===== src/hdl/rgbf_pkg.sv =====
`default_nettype none
package rgbf_pkg;

  localparam int MAX_STEPS     = 6;
  localparam int NUM_STEPS_DEF = 6;
  localparam logic [7:0] PWM_END = 8'd255;

  localparam int CFG_IDX_W  = 3;
  localparam int CFG_DATA_W = 24;

  localparam logic [CFG_IDX_W-1:0] REG_FRAMES_PER_STEP = 3'd6;
  localparam logic [CFG_IDX_W-1:0] REG_ACTIVE_LOW      = 3'd7;

  typedef logic [23:0] color_t;
  typedef logic [7:0]  level_t;
  typedef logic [2:0]  step_t;

  localparam color_t STEP_RESET [MAX_STEPS] = '{
    24'h00F000, 24'h00F0F0, 24'h0000F0, 24'hF000F0, 24'hF00000, 24'hF0F000
  };
  localparam logic [7:0] FRAMES_RESET     = 8'd8;
  localparam logic       ACTIVE_LOW_RESET = 1'b1;

  typedef struct packed {
    logic [7:0] frames_per_step;
    logic       active_low;
  } ctl_t;

  typedef struct packed {
    logic  red_pin;
    logic  green_pin;
    logic  blue_pin;
    step_t step_now;
  } res_t;

endpackage
`default_nettype wire


===== src/hdl/rgbf_cfg.sv =====
`default_nettype none
module rgbf_cfg
  import rgbf_pkg::*;
#(
  parameter int NUM_STEPS = NUM_STEPS_DEF,
  localparam int IDX_W = (NUM_STEPS > 1) ? $clog2(NUM_STEPS) : 1
) (
  input  wire logic                  clk,
  input  wire logic                  rst,
  input  wire logic                  cfg_we,
  input  wire logic [CFG_IDX_W-1:0]  cfg_index,
  input  wire logic [CFG_DATA_W-1:0] cfg_data,
  input  wire logic [IDX_W-1:0]      sel,
  output color_t                     color,
  output ctl_t                       ctl
);

  color_t colors [NUM_STEPS];

  always_ff @(posedge clk) begin
    if (rst) begin
      for (int i = 0; i < NUM_STEPS; i++) begin
        colors[i] <= STEP_RESET[i];
      end
      ctl.frames_per_step <= FRAMES_RESET;
      ctl.active_low      <= ACTIVE_LOW_RESET;
    end else if (cfg_we) begin
      if (cfg_index == REG_FRAMES_PER_STEP) begin
        ctl.frames_per_step <= cfg_data[7:0];
      end else if (cfg_index == REG_ACTIVE_LOW) begin
        ctl.active_low <= cfg_data[0];
      end else if (cfg_index < CFG_IDX_W'(NUM_STEPS)) begin
        colors[cfg_index[IDX_W-1:0]] <= cfg_data;
      end
    end
  end

  assign color = colors[sel];

endmodule
`default_nettype wire


===== src/hdl/rgbf_engine.sv =====
`default_nettype none
module rgbf_engine
  import rgbf_pkg::*;
#(
  parameter int NUM_STEPS = NUM_STEPS_DEF,
  localparam int IDX_W = (NUM_STEPS > 1) ? $clog2(NUM_STEPS) : 1
) (
  input  wire logic             clk,
  input  wire logic             rst,
  input  wire logic             go,
  input  wire logic             tick,
  input  wire color_t           color,
  input  wire ctl_t             ctl,
  output logic [IDX_W-1:0]      sel,
  output res_t                  res
);

  step_t      step_index;
  level_t     red_level, green_level, blue_level;
  logic [7:0] pwm_count, frame_count;

  step_t      step_next, idx, idx_inc;
  level_t     red_next, green_next, blue_next;
  level_t     tr, tg, tb;
  logic [7:0] pwm_inc, frame_inc, pwm_next, frame_next;
  logic       adj;

  function automatic level_t move_toward(level_t lvl, level_t tgt);
    if (lvl < tgt) return lvl + 8'd1;
    if (lvl > tgt) return lvl - 8'd1;
    return lvl;
  endfunction

  assign idx = (step_index < 3'(NUM_STEPS)) ? step_index : '0;
  assign sel = idx[IDX_W-1:0];

  always_comb begin
    tr      = color[23:16];
    tg      = color[15:8];
    tb      = color[7:0];
    adj     = tick && (pwm_count == 8'd1) && (frame_count == 8'd0);
    idx_inc = idx + 3'd1;

    red_next   = red_level;
    green_next = green_level;
    blue_next  = blue_level;
    step_next  = step_index;
    if (adj) begin
      red_next   = move_toward(red_level, tr);
      green_next = move_toward(green_level, tg);
      blue_next  = move_toward(blue_level, tb);
      step_next  = idx;
      if (red_next == tr && green_next == tg && blue_next == tb) begin
        step_next = (idx_inc >= 3'(NUM_STEPS)) ? '0 : idx_inc;
      end
    end

    res.red_pin   = (pwm_count < red_next) ^ ctl.active_low;
    res.green_pin = (pwm_count < green_next) ^ ctl.active_low;
    res.blue_pin  = (pwm_count < blue_next) ^ ctl.active_low;
    res.step_now  = step_next;

    pwm_inc    = pwm_count + 8'd1;
    frame_inc  = frame_count + 8'd1;
    pwm_next   = pwm_count;
    frame_next = frame_count;
    if (tick) begin
      if (pwm_inc == PWM_END) begin
        pwm_next   = 8'd1;
        frame_next = (frame_inc == ctl.frames_per_step) ? 8'd0 : frame_inc;
      end else begin
        pwm_next = pwm_inc;
      end
    end
  end

  always_ff @(posedge clk) begin
    if (rst) begin
      step_index  <= '0;
      red_level   <= '0;
      green_level <= '0;
      blue_level  <= '0;
      pwm_count   <= 8'd1;
      frame_count <= '0;
    end else if (go) begin
      step_index  <= step_next;
      red_level   <= red_next;
      green_level <= green_next;
      blue_level  <= blue_next;
      pwm_count   <= pwm_next;
      frame_count <= frame_next;
    end
  end

endmodule
`default_nettype wire


===== src/hdl/rgb_color_cycle_fader_pwm_core.sv =====
// Channel  Direction  Handshake            Payload
// in       input      in_valid / in_stall  tick
// out      output     out_valid / out_stall red_pin, green_pin, blue_pin, step_now
// cfg      input      cfg_we               cfg_index, cfg_data
//
// One request per clock unless in_stall; input register, then result register.
// The fader state updates as a request moves from the input to the result register.
// in_stall rises only while both registers hold data and out_stall is high.
// rst is synchronous: levels 0, step 0, PWM count 1, registers to their defaults.
`default_nettype none
module rgb_color_cycle_fader_pwm_core
  import rgbf_pkg::*;
#(
  parameter int NUM_STEPS = NUM_STEPS_DEF
) (
  input  wire logic                  clk,
  input  wire logic                  rst,
  input  wire logic                  in_valid,
  output logic                       in_stall,
  input  wire logic                  tick,
  output logic                       out_valid,
  input  wire logic                  out_stall,
  output logic                       red_pin,
  output logic                       green_pin,
  output logic                       blue_pin,
  output logic [2:0]                 step_now,
  input  wire logic                  cfg_we,
  input  wire logic [CFG_IDX_W-1:0]  cfg_index,
  input  wire logic [CFG_DATA_W-1:0] cfg_data
);

  localparam int IDX_W = (NUM_STEPS > 1) ? $clog2(NUM_STEPS) : 1;

  logic             s1_valid, s1_tick;
  logic             out_ready, fire;
  logic [IDX_W-1:0] sel;
  color_t           color;
  ctl_t             ctl;
  res_t             res;

  assign out_ready = !out_valid || !out_stall;
  assign fire      = s1_valid && out_ready;
  assign in_stall  = s1_valid && !out_ready;

  rgbf_cfg #(.NUM_STEPS(NUM_STEPS)) u_cfg (
    .clk      (clk),
    .rst      (rst),
    .cfg_we   (cfg_we),
    .cfg_index(cfg_index),
    .cfg_data (cfg_data),
    .sel      (sel),
    .color    (color),
    .ctl      (ctl)
  );

  rgbf_engine #(.NUM_STEPS(NUM_STEPS)) u_engine (
    .clk  (clk),
    .rst  (rst),
    .go   (fire),
    .tick (s1_tick),
    .color(color),
    .ctl  (ctl),
    .sel  (sel),
    .res  (res)
  );

  always_ff @(posedge clk) begin
    if (rst) begin
      s1_valid <= 1'b0;
    end else if (in_valid && !in_stall) begin
      s1_valid <= 1'b1;
    end else if (fire) begin
      s1_valid <= 1'b0;
    end
  end

  always_ff @(posedge clk) begin
    if (in_valid && !in_stall) begin
      s1_tick <= tick;
    end
  end

  always_ff @(posedge clk) begin
    if (rst) begin
      out_valid <= 1'b0;
    end else if (fire) begin
      out_valid <= 1'b1;
    end else if (!out_stall) begin
      out_valid <= 1'b0;
    end
  end

  always_ff @(posedge clk) begin
    if (fire) begin
      red_pin   <= res.red_pin;
      green_pin <= res.green_pin;
      blue_pin  <= res.blue_pin;
      step_now  <= res.step_now;
    end
  end

  a_step_range: assert property (@(posedge clk) disable iff (rst)
    out_valid |-> (step_now < 3'(NUM_STEPS)))
    else $error("step_now out of range");

  a_stall_full: assert property (@(posedge clk) disable iff (rst)
    in_stall |-> (s1_valid && out_valid && out_stall))
    else $error("input stalled with room downstream");

  a_fire_lands: assert property (@(posedge clk) disable iff (rst)
    (s1_valid && !in_stall) |=> out_valid)
    else $error("request lost between stages");

endmodule
`default_nettype wire

===== config.mk =====
export PLATFORM = sky130hd
export DESIGN_NAME = rgb_color_cycle_fader_pwm_core
export DESIGN_NICKNAME = d
export VERILOG_FILES = /design/src/hdl/rgbf_pkg.sv /design/src/hdl/rgbf_cfg.sv /design/src/hdl/rgbf_engine.sv /design/src/hdl/rgb_color_cycle_fader_pwm_core.sv
export SDC_FILE = /design/constraint.sdc
export NUM_CORES = 1
export LEC_CHECK = 0
export ABC_AREA = 1
export BUFFER_PORTS_ARGS = -buffer_cell sky130_fd_sc_hd__buf_4
export CORE_MARGIN = 2
export CORE_UTILIZATION = 25
export CTS_BUF_LIST = sky130_fd_sc_hd__clkbuf_16
export CTS_CLUSTER_DIAMETER = 120
export DETAILED_ROUTE_END_ITERATION = 16
export GPL_TIMING_DRIVEN = 0
export PLACE_DENSITY_LB_ADDON = 0.12
export SYNTH_ARGS = -nofsm -noshare
export SYNTH_HDL_FRONTEND = slang
export SYNTH_SLANG_ARGS = --single-unit

===== constraint.sdc =====
create_clock -name clk -period 4.37 [get_ports clk]
set_input_delay 0.437 -clock clk [delete_from_list [all_inputs] [get_ports clk]]
set_output_delay 0.437 -clock clk [all_outputs]
set_load 0.05 [all_outputs]

==> results of run 1 <==
synth_stat cells, drive strengths merged, types with 2 or more instances:
cell,n,share of area (%)
nand2,465,14
dfxtp,54,8.8
mux2i,2,0.16
a211oi,7,0.43
nor2,205,6.4
edfxtp,151,37
a21o,3,0.18
a31oi,3,0.15
buf,29,1.5
nor3,13,0.57
clkinv,5,0.15
xor2,14,1.0
o211ai,19,1.2
ha,57,5.8
o32ai,2,0.14
xnor2,6,0.43
o21a,2,0.12
a22o,2,0.14
clkbuf,26,0.80
o21ai,62,2.7
nand4,14,0.71
inv,198,6.1
or2,9,0.46
a21oi,89,3.7
nand3,152,6.2
nand3b,7,0.43
registers in the layout, indices dropped and copies added, names as in the netlist, 3 cells and up:
| name | flops |
|---|---|
| u_engine.pwm_count | 8 |
| u_engine.step_index | 3 |
| u_engine.frame_count | 8 |
| u_cfg.colors | 144 |
| u_engine.green_level | 8 |
| u_cfg.ctl | 9 |
| step_now | 3 |
| u_engine.red_level | 8 |
| u_engine.blue_level | 8 |
worst max-delay path, cell delays in order, from the launching register on:
cell,delay (ps)
dfxtp_1,340
buf_8,170
inv_2,90
nor2_4,210
inv_4,120
buf_6,190
o21ai_2,210
inv_1,80
ha_1,310
a21oi_1,140
nor2_1,60
nor2_2,190
nand2_1,110
clkbuf_4,190
o21ai_1,110
nand4_1,210
a31oi_4,260
inv_1,80
ha_1,270
nand2_1,80
nor2_1,50
a211oi_1,160
nand2_1,90
xor2_1,140
power by group through the flow:
stage	registers, uW	clock network [uW]	logic [uW]
after CTS	2310	2050	1360
after global routing	2320	2110	1590
after global placement	2350	0	1300
final	2310	2010	1410
after detailed placement	2350	0	1320
after floorplan	2340	0	847
timing repair:
action	4_1_cts	5_1_grt
hold endpoints to repair	0	0
gates resized for setup	44	69
cloned	0	0
setup endpoints to repair	33	9
pin swaps	5	7
buffers inserted	5	5
final cells by class:
type / count / area, um2
fillers: 5284 / 34100
well taps: 622 / 778
clock inverters: 22 / 121
inverters: 203 / 782
clock buffers: 26 / 651
plain buffers: 55 / 382
repair buffers: 54 / 433
flip-flops and latches: 205 / 5620
multi-input cells: 1140 / 5830
worst paths after layout:
| check | start | to | slack [ps] | cells past startpoint |
|---|---|---|---|---|
| max | u_engine.step_index[2] | blue_pin | 240 | 23 |
| min | tick | s1_tick | 50 | 1 |
| max reg2reg | u_engine.step_index[2] | blue_pin | 240 | 23 |
| min reg2reg | s1_valid | out_valid | 490 | 2 |
routing by layer:
| metal | GRT usage, % | wire length [um] | vias to the layer above |
|---|---|---|---|
| met5 | 0 | 0 | - |
| met2 | 29.5 | 20800 | 197 |
| met4 | 4.49 | 1050 | 0 |
| met3 | 2.70 | 1900 | 54 |
| met1 | 24.0 | 21100 | 5205 |
| li1 | - | - | 5425 |
cells by family after synthesis:
kind of cell,Yosys count,synth area share (%)
fa+ha+maj,57,5.81
mux,2,0.163
xor+xnor,20,1.43
flops,205,45.8
simple gates,866,29.2
buf+inv,258,8.57
compound gates,195,9.04
stage by stage:
step | utilization [%] | setup TNS (ps) | hold WS, ps | cell area [um2]
finish | 30.0 | 0 | 54.1 | 14600
global route | 30.0 | -8.53 | 36.6 | 14600
global placement | 27.4 | -46050 | 473 | 13300
detailed placement | 27.6 | -29420 | 473 | 13400
CTS | 29.4 | 0 | 28.8 | 14300
floorplan | - | 0 | 457 | 12300
==> metrics.txt, run 1 <==
Area Growth Syn to Fin=19.0%; n_diodes=0; Clock power frac=35.0%; Final Non-Filler Cells=between 2000 and 2500; relative slew slack=approximately 17%; Sw Share=approximately a third; pwr dens=between 300 and 400 nW/um2; crit start category=register; Worst Path Max Fanout=10; Flop pwr share=between 40% and 50%; Place WS=-792 ps; Detailed Routing Iterations Pass 1=5; leak pwr=between 0.006 and 0.007 uW; synth warn=0; cell area after synthesis=12300 um2; maximum root-to-sink buffer count=3; Syn Nets=1693; Pwr Total=between 5000 and 6000 uW; outcome=completed; Max Cap Viol=0; Post-Synthesis Cells=1603; routed wire length=about 45 mm; HP Class=input port to register; initial core utilization=25.2%; die width=~230 um; GRT Util Overall=between 10% and 20%; share of cells above drive strength 1=11.0%; slew of the pin with the lowest slew margin=about 1200 ps; critical path data arrival time=approximately 4400 ps; nets=about 1800; Setup Viol. Count Final=0; sequential element share of the synthesized area=between 40% and 50%; Post-CTS Hold Fix Bufs=0; post-layout min period=4130 ps; CTS sink count=slightly above 200; Combinational Power Share=24.7%; Num CTS Buffers=26; Max Clock Freq=0.242 GHz; Async SR Flop Fraction=0%; Syn Area/Cell=roughly 7.7 um2; GRT overflow=0; DRC=0; CTS Root Cell=clkbuf_16; commonest non-fill, non-tap cell in the layout=nand2_1; Final Hold Viols=0; Boundary Pins=roughly 40; post-route ant nets=0; Inst Count DP=2269; antenna violations before repair=2; post-DR vias/cell=approximately 4.7; DR vias=~11000; number of synthesized flops with an enable pin=around 150; Psw=a little under 2000 uW; final slew viol count=0; peak supply drop=309 uV; Final Cycle Share=94.5%; core area=between 40000 and 50000 um2; Synth Flop Type=edfxtp_1; Int Pwr=around 3800 uW; CTS clock-pin slew for the worst setup and hold paths=60 ps; DP HPWL=32.4 mm; die span in y=approximately 230 um; most frequent cells in the layout=nand2_1 (445), inv_1 (203), nor2_1 (197), nand3_1 (151), edfxtp_1 (151); gp weighted congestion=0.844; critical path class=register to register; vias in the first global route=10600; Yosys cell types=47; H-tree levels=1; WL/cell=19.3 um; DR iter-0 viols=~820; largest net degree at the start of global routing=25; TritonCTS clock tree=done; FP Rows=around 80; Worst EP required=around 4700 ps; Yosys reg bits=between 200 and 250; clk_lat worst skew=570 ps; PortBufs=40; first-pass GRT wire length=66.8 mm; worst-case clock skew=16.3 ps; die footprint=slightly above 50000 um2; CP endpoint kind=register; worst setup margin=between 200 and 250 ps
Power figures use the tool's default switching activity.
==> run 2, diff against run 1 <==
--- a/config.mk
+++ b/config.mk
@@ -14,6 +14,7 @@
 export DETAILED_ROUTE_END_ITERATION = 16
 export GPL_TIMING_DRIVEN = 0
 export PLACE_DENSITY_LB_ADDON = 0.12
+export REMOVE_ABC_BUFFERS = 1
 export SYNTH_ARGS = -nofsm -noshare
 export SYNTH_HDL_FRONTEND = slang
 export SYNTH_SLANG_ARGS = --single-unit
==> constraint.sdc (replaced) <==
create_clock -name clk -period 4.1 [get_ports clk]
set_input_delay 0.41 -clock clk [delete_from_list [all_inputs] [get_ports clk]]
set_output_delay 0.41 -clock clk [all_outputs]
set_load 0.05 [all_outputs]
==> metrics.txt, run 2 (synthesis results as in run 1) <==
Flop pwr share=39.2%; TritonCTS clock tree=done; max reg flops=about 140; Inst Count DP=between 2000 and 2500; antenna violations before repair=0; Int Pwr=~4200 uW; post-route ant nets=0; Final Hold Viols=0; Worst EP required=around 4400 ps; Final Cycle Share=95.4%; die span in y=~230 um; worst r2r path cells=25; largest net degree at the start of global routing=37; DR vias=between 10000 and 15000; H-tree levels=1; maximum root-to-sink buffer count=3; post-DR vias/cell=between 4 and 5; Sw Share=33.5%; Worst Path Max Fanout=17; critical path class=register to register; hold_ws=approximately 68 ps; Setup Viol. Count Final=0; die footprint=roughly 51000 um2; FP Rows=slightly above 80; gp weighted congestion=0.819; relative slew slack=a little over a fifth; slew of the pin with the lowest slew margin=1180 ps; post-layout min period=a little under 4000 ps; DP HPWL=between 20 and 30 mm; Multi-input gate area=~6000 um2; crit start category=register; Boundary Pins=between 40 and 50; reg2reg end=red_pin; peak supply drop=296 uV; WL/cell=18.1 um; die width=226 um; CP endpoint kind=register; DRC=0; HP Class=input port to register; core area=between 40000 and 50000 um2; nets=roughly 1800; critical path data arrival time=4230 ps; register area=~5600 um2; CTS Root Cell=clkbuf_16; most frequent cells in the layout=nand2_1 (434), inv_1 (201), nor2_1 (195), edfxtp_1 (151), nand3_1 (147); largest registers=u_cfg.colors x144, u_cfg.ctl x9; fin area=15200 um2; FF-to-FF setup slack=190 ps; Psw=~2100 uW; pwr dens=about 410 nW/um2; Max Cap Viol=0; first-pass GRT wire length=62.3 mm; routed wire length=around 42 mm; Biggest register=u_cfg.colors; Placement Cell Area=approximately 13000 um2; CTS clock-pin slew for the worst setup and hold paths=about 60 ps; GRT overflow=0; worst-case clock skew=approximately 22 ps; Final Non-Filler Cells=2335; Max Clock Freq=~0.26 GHz; Num CTS Buffers=27; final slew viol count=0; Area Growth Syn to Fin=23.9%; leak pwr=between 0.006 and 0.007 uW; Detailed Routing Iterations Pass 1=6; PortBufs=40; CP startpoint=u_engine.step_index[1]; CTS sink count=around 200; GRT Util Overall=roughly 16%; n_diodes=0; Clock power frac=35.7%; Setup crit end=red_pin; outcome=completed; Combinational Power Share=about a quarter; DR iter-0 viols=697; fillers=5256; initial core utilization=around a quarter; clk_lat worst skew=approximately 580 ps; share of cells above drive strength 1=around 14%; commonest non-fill, non-tap cell in the layout=nand2_1; vias in the first global route=between 10000 and 15000; reg2reg start=u_engine.step_index[1]
[run 2: through the flow]
step	total power [uW]	setup WS [ps]	utilization [%]	TNS, ps
floorplan	3360	-380	-	-946
global placement	3810	-2700	26.9	-292620
detailed placement	3830	-2000	27.1	-190360
CTS	6200	16.5	29.6	0
global route	6640	-63.8	31.2	-138
finish	6290	190	31.2	0
[run 2: how the worst min path moves through the flow]
stage,startpoint,endpoint,slack (ps),cells past startpoint
global route,cfg_data[3],u_cfg.ctl[4],60,3
finish,cfg_data[3],u_cfg.ctl[4],70,3
floorplan,s1_valid,out_valid,450,2
detailed placement,u_engine.frame_count[6],u_engine.frame_count[6],490,2
CTS,cfg_data[3],u_cfg.ctl[4],40,3
global placement,s1_valid,out_valid,470,2
[run 2: repair_timing]
item,CTS,global route
hold buffers,1,0
setup buffers,14,43
hold endpoints to repair,1,0
gates resized for setup,68,78
setup endpoints to repair,153,9
cloned,7,5
pin swaps,9,24
[run 2: power by group through the flow]
stage / clock network, uW / registers [uW] / logic [uW]
finish: 2240 / 2460 / 1580
global route: 2380 / 2480 / 1770
CTS: 2310 / 2470 / 1420
detailed placement: 0 / 2510 / 1320
global placement: 0 / 2510 / 1300
floorplan: 0 / 2500 / 861
[run 2: per-layer routing]
metal	wire length (um)	global-route usage (%)	vias to the layer above
met5	0	0	-
met4	1060	3.74	0
met3	1410	1.79	56
met2	20000	27.6	176
met1	19800	22.3	5080
li1	-	-	5448
[run 2: worst max-delay path, cell delays in order (launching register included)]
cell and delay (ps):
dfxtp_4 430, buf_4 150, nor2_4 40, buf_12 140
buf_4 150, clkinv_8 120, nor2_1 70, a21oi_2 260
inv_2 90, ha_1 210, a21oi_1 150, nor2_1 80
nor2_4 190, buf_4 190, nand3_1 120, nand2_1 110
nand2_1 70, nand3_1 80, o21ai_1 140, ha_1 220
a21oi_1 130, nor2_1 70, a211oi_2 270, nand2_1 90
nand2_1 60, nand2_1 40
[run 2: area by class of cell]
type	instances	area share, %
multi-input cells	1145	39.9
flip-flops and latches	205	37.0
repair buffers	103	6.11
inverters	203	5.56
well taps	622	5.12
clock buffers	29	4.77
repair inverters	7	0.790
clock inverters	21	0.683
==> run 3, diff against run 2 <==
--- a/config.mk
+++ b/config.mk
@@ -5,7 +5,6 @@
 export SDC_FILE = /design/constraint.sdc
 export NUM_CORES = 1
 export LEC_CHECK = 0
-export ABC_AREA = 1
 export BUFFER_PORTS_ARGS = -buffer_cell sky130_fd_sc_hd__buf_4
 export CORE_MARGIN = 2
 export CORE_UTILIZATION = 25
==> constraint.sdc (replaced) <==
create_clock -name clk -period 4.1 [get_ports clk]
set_input_delay 0.82 -clock clk [delete_from_list [all_inputs] [get_ports clk]]
set_output_delay 0.82 -clock clk [all_outputs]
set_load 0.05 [all_outputs]
==> metrics.txt, run 3 <==
post-layout min period=between 4000 and 5000 ps; post-DR vias/cell=approximately 4.8; most frequent cells after synthesis=edfxtp_1 (151), nand2_1 (150), nor2_1 (149); Biggest register=u_cfg.colors; FF-to-FF setup slack=-190 ps; max reg flops=144; post-route ant nets=0; Place WS=-2340 ps; Yosys cell types=59; routed wire length=roughly 39 mm; Fin Setup TNS=-1080 ps; share of cells above drive strength 1=a little under a quarter; Max Clock Freq=approximately 0.23 GHz; CP endpoint kind=register; Final Hold Viols=0; outcome=finished, violations left; CTS sink count=roughly 200; die width=224 um; Setup Viol. Count Final=9; antenna violations before repair=0; maximum root-to-sink buffer count=3; DRC=0; die footprint=about 50000 um2; gp weighted congestion=0.765; clk_lat worst skew=around 550 ps; HP Class=input port to register; Worst Path Max Fanout=17; TritonCTS clock tree=done; cell area after synthesis=between 10000 and 15000 um2; Async SR Flop Fraction=0%; Detailed Routing Iterations Pass 1=5; DP HPWL=between 20 and 25 mm; fillers=4914; Synth Flop Type=edfxtp_1; PortBufs=40; Finished Core Util=31.8%; Final Cycle Share=105%; largest registers=u_cfg.colors x144, u_cfg.ctl x9; GRT Util Overall=15.6%; GR Util met1=a little over a fifth; nets=roughly 1400; pwr dens=roughly 350 nW/um2; area leader, netlist=edfxtp_1; top post-synthesis cells by area=edfxtp_1 (38%), dfxtp_1 (8.9%), ha_1 (5.9%), nand2_1 (4.7%), nor2_1 (4.6%); first-pass GRT wire length=59.1 mm; Post-CTS Hold Fix Bufs=0; Synth top area share=37.5%; crit start category=register; Pwr Total=approximately 5300 uW; Placement Cell Area=~13000 um2; worst-case clock skew=14.0 ps; met2 usage=about a quarter; synth warn=0; n_diodes=0; CTS clock-pin slew for the worst setup and hold paths=60 ps; count leader, synth=edfxtp_1; slew of the pin with the lowest slew margin=between 1000 and 1500 ps; Yosys reg bits=around 200; worst setup margin=-189 ps; Boundary Pins=between 40 and 50; Area Growth Syn to Fin=25.7%; leak pwr=about 0.0058 uW; failing checks=setup timing; DR iter-0 viols=around 550; initial core utilization=25.3%; most frequent cells in the layout=edfxtp_1 (151), nand2_1 (144), nor2_1 (143), buf_4 (98), inv_1 (64); relative slew slack=a little under a fifth; largest net degree at the start of global routing=a little under 60; Syn Area/Cell=between 9 and 10 um2; critical path data arrival time=4680 ps; busiest grt layer=met2; grt met3 use=approximately 1.7%; Post-Synthesis Cells=approximately 1200; core area=47700 um2; fin area=approximately 15000 um2; DR vias=9326; commonest non-fill, non-tap cell in the layout=edfxtp_1; CTS Root Cell=clkbuf_16; vias in the first global route=9389; H-tree levels=1; critical path class=register to register; peak supply drop=around 280 uV; Num CTS Buffers=26; number of synthesized flops with an enable pin=roughly 150; Worst EP required=about 4500 ps; FP Rows=80; RSZ-0062 raised after global routing=yes; WL/cell=20.0 um; sequential element share of the synthesized area=46.4%; Max Cap Viol=0; die span in y=~220 um; GRT overflow=0; final slew viol count=0
[run 3: cell count changes after synthesis, moves of 31 or more]
cell     delta
nand3_1   -122
inv_1     -132
mux2i_1    +44
nor2_1     -53
xnor2_1    +34
nand2_1   -309
xor2_1     +31
and3_1     +33
[run 3: repair_timing]
action / 4_1_cts / 5_1_grt
setup endpoints to repair: 105 / 10
setup buffers: 62 / 14
pin swaps: 64 / 32
resized for setup: 134 / 35
cloned: 4 / 0
hold endpoints to repair: 0 / 0
[run 3: cell type report]
class                      count  area (um2)  share of cell area, %
sequential                   205        5630                   37.0
inverter                      59         230                   1.51
clock inverter                21         136                  0.897
multi-input combinational    909        6630                   43.6
timing repair buffer         121        1130                   7.43
clock buffer                  27         676                   4.45
tap                          615         769                   5.06
[run 3: per-stage QoR]
stage | hold WS [ps] | cells
global placement | 460 | 1826
global route | 434 | 1957
CTS | 416 | 1945
detailed placement | 473 | 1831
floorplan | 442 | 1171
finish | 446 | 1957
[run 3: final timing paths]
kind / start / end / cells past startpoint
worst max-delay path: u_engine.step_index[0] / step_now[1] / 19
worst min-delay path: tick / s1_tick / 1
worst max register to register: u_engine.step_index[0] / step_now[1] / 19
worst min register to register: u_cfg.ctl[4] / u_cfg.ctl[4] / 2
[run 3: worst max-delay path: stages, from the launching register on]
cell      delay [ps]
dfxtp_4          420
buf_4            140
buf_12           170
mux2i_1          120
o21ai_0          170
a21o_1           280
inv_1             70
ha_1             360
o211ai_1         110
buf_4            160
buf_12           120
a21oi_4          180
nor3b_2           90
or3_1            390
a221oi_2         260
and4_1           240
and4bb_4         320
nand2_2           70
o31a_1           250
o21ai_2          170
[run 3: report_power, final]
part / switching, uW / leakage, uW / internal (uW)
combinational: 381 / 0.00344 / 273
sequential: 46.3 / 0.00190 / 2340
clock: 945 / 0.000429 / 1300
total: 1370 / 0.00577 / 3910
[run 3: metal layers]
metal	vias up	part of all wire, %
met4	0	2.6
met2	127	48
met3	53	2.5
met5	-	0
met1	4574	46
li1	4572	-
[run 3: cells by family (layout without fill, tap and decap cells)]
group | Yosys count | after routing | synth area share, %
adder cells (fa/ha/maj) | 57 | 57 | 5.90
XOR/XNOR | 86 | 86 | 6.34
AO/OA/AOI/OAI | 210 | 211 | 10.6
flip-flops | 205 | 205 | 46.4
AND/OR/NAND/NOR | 481 | 482 | 18.5
buffers and inverters | 130 | 228 | 4.41
multiplexers | 73 | 73 | 7.75
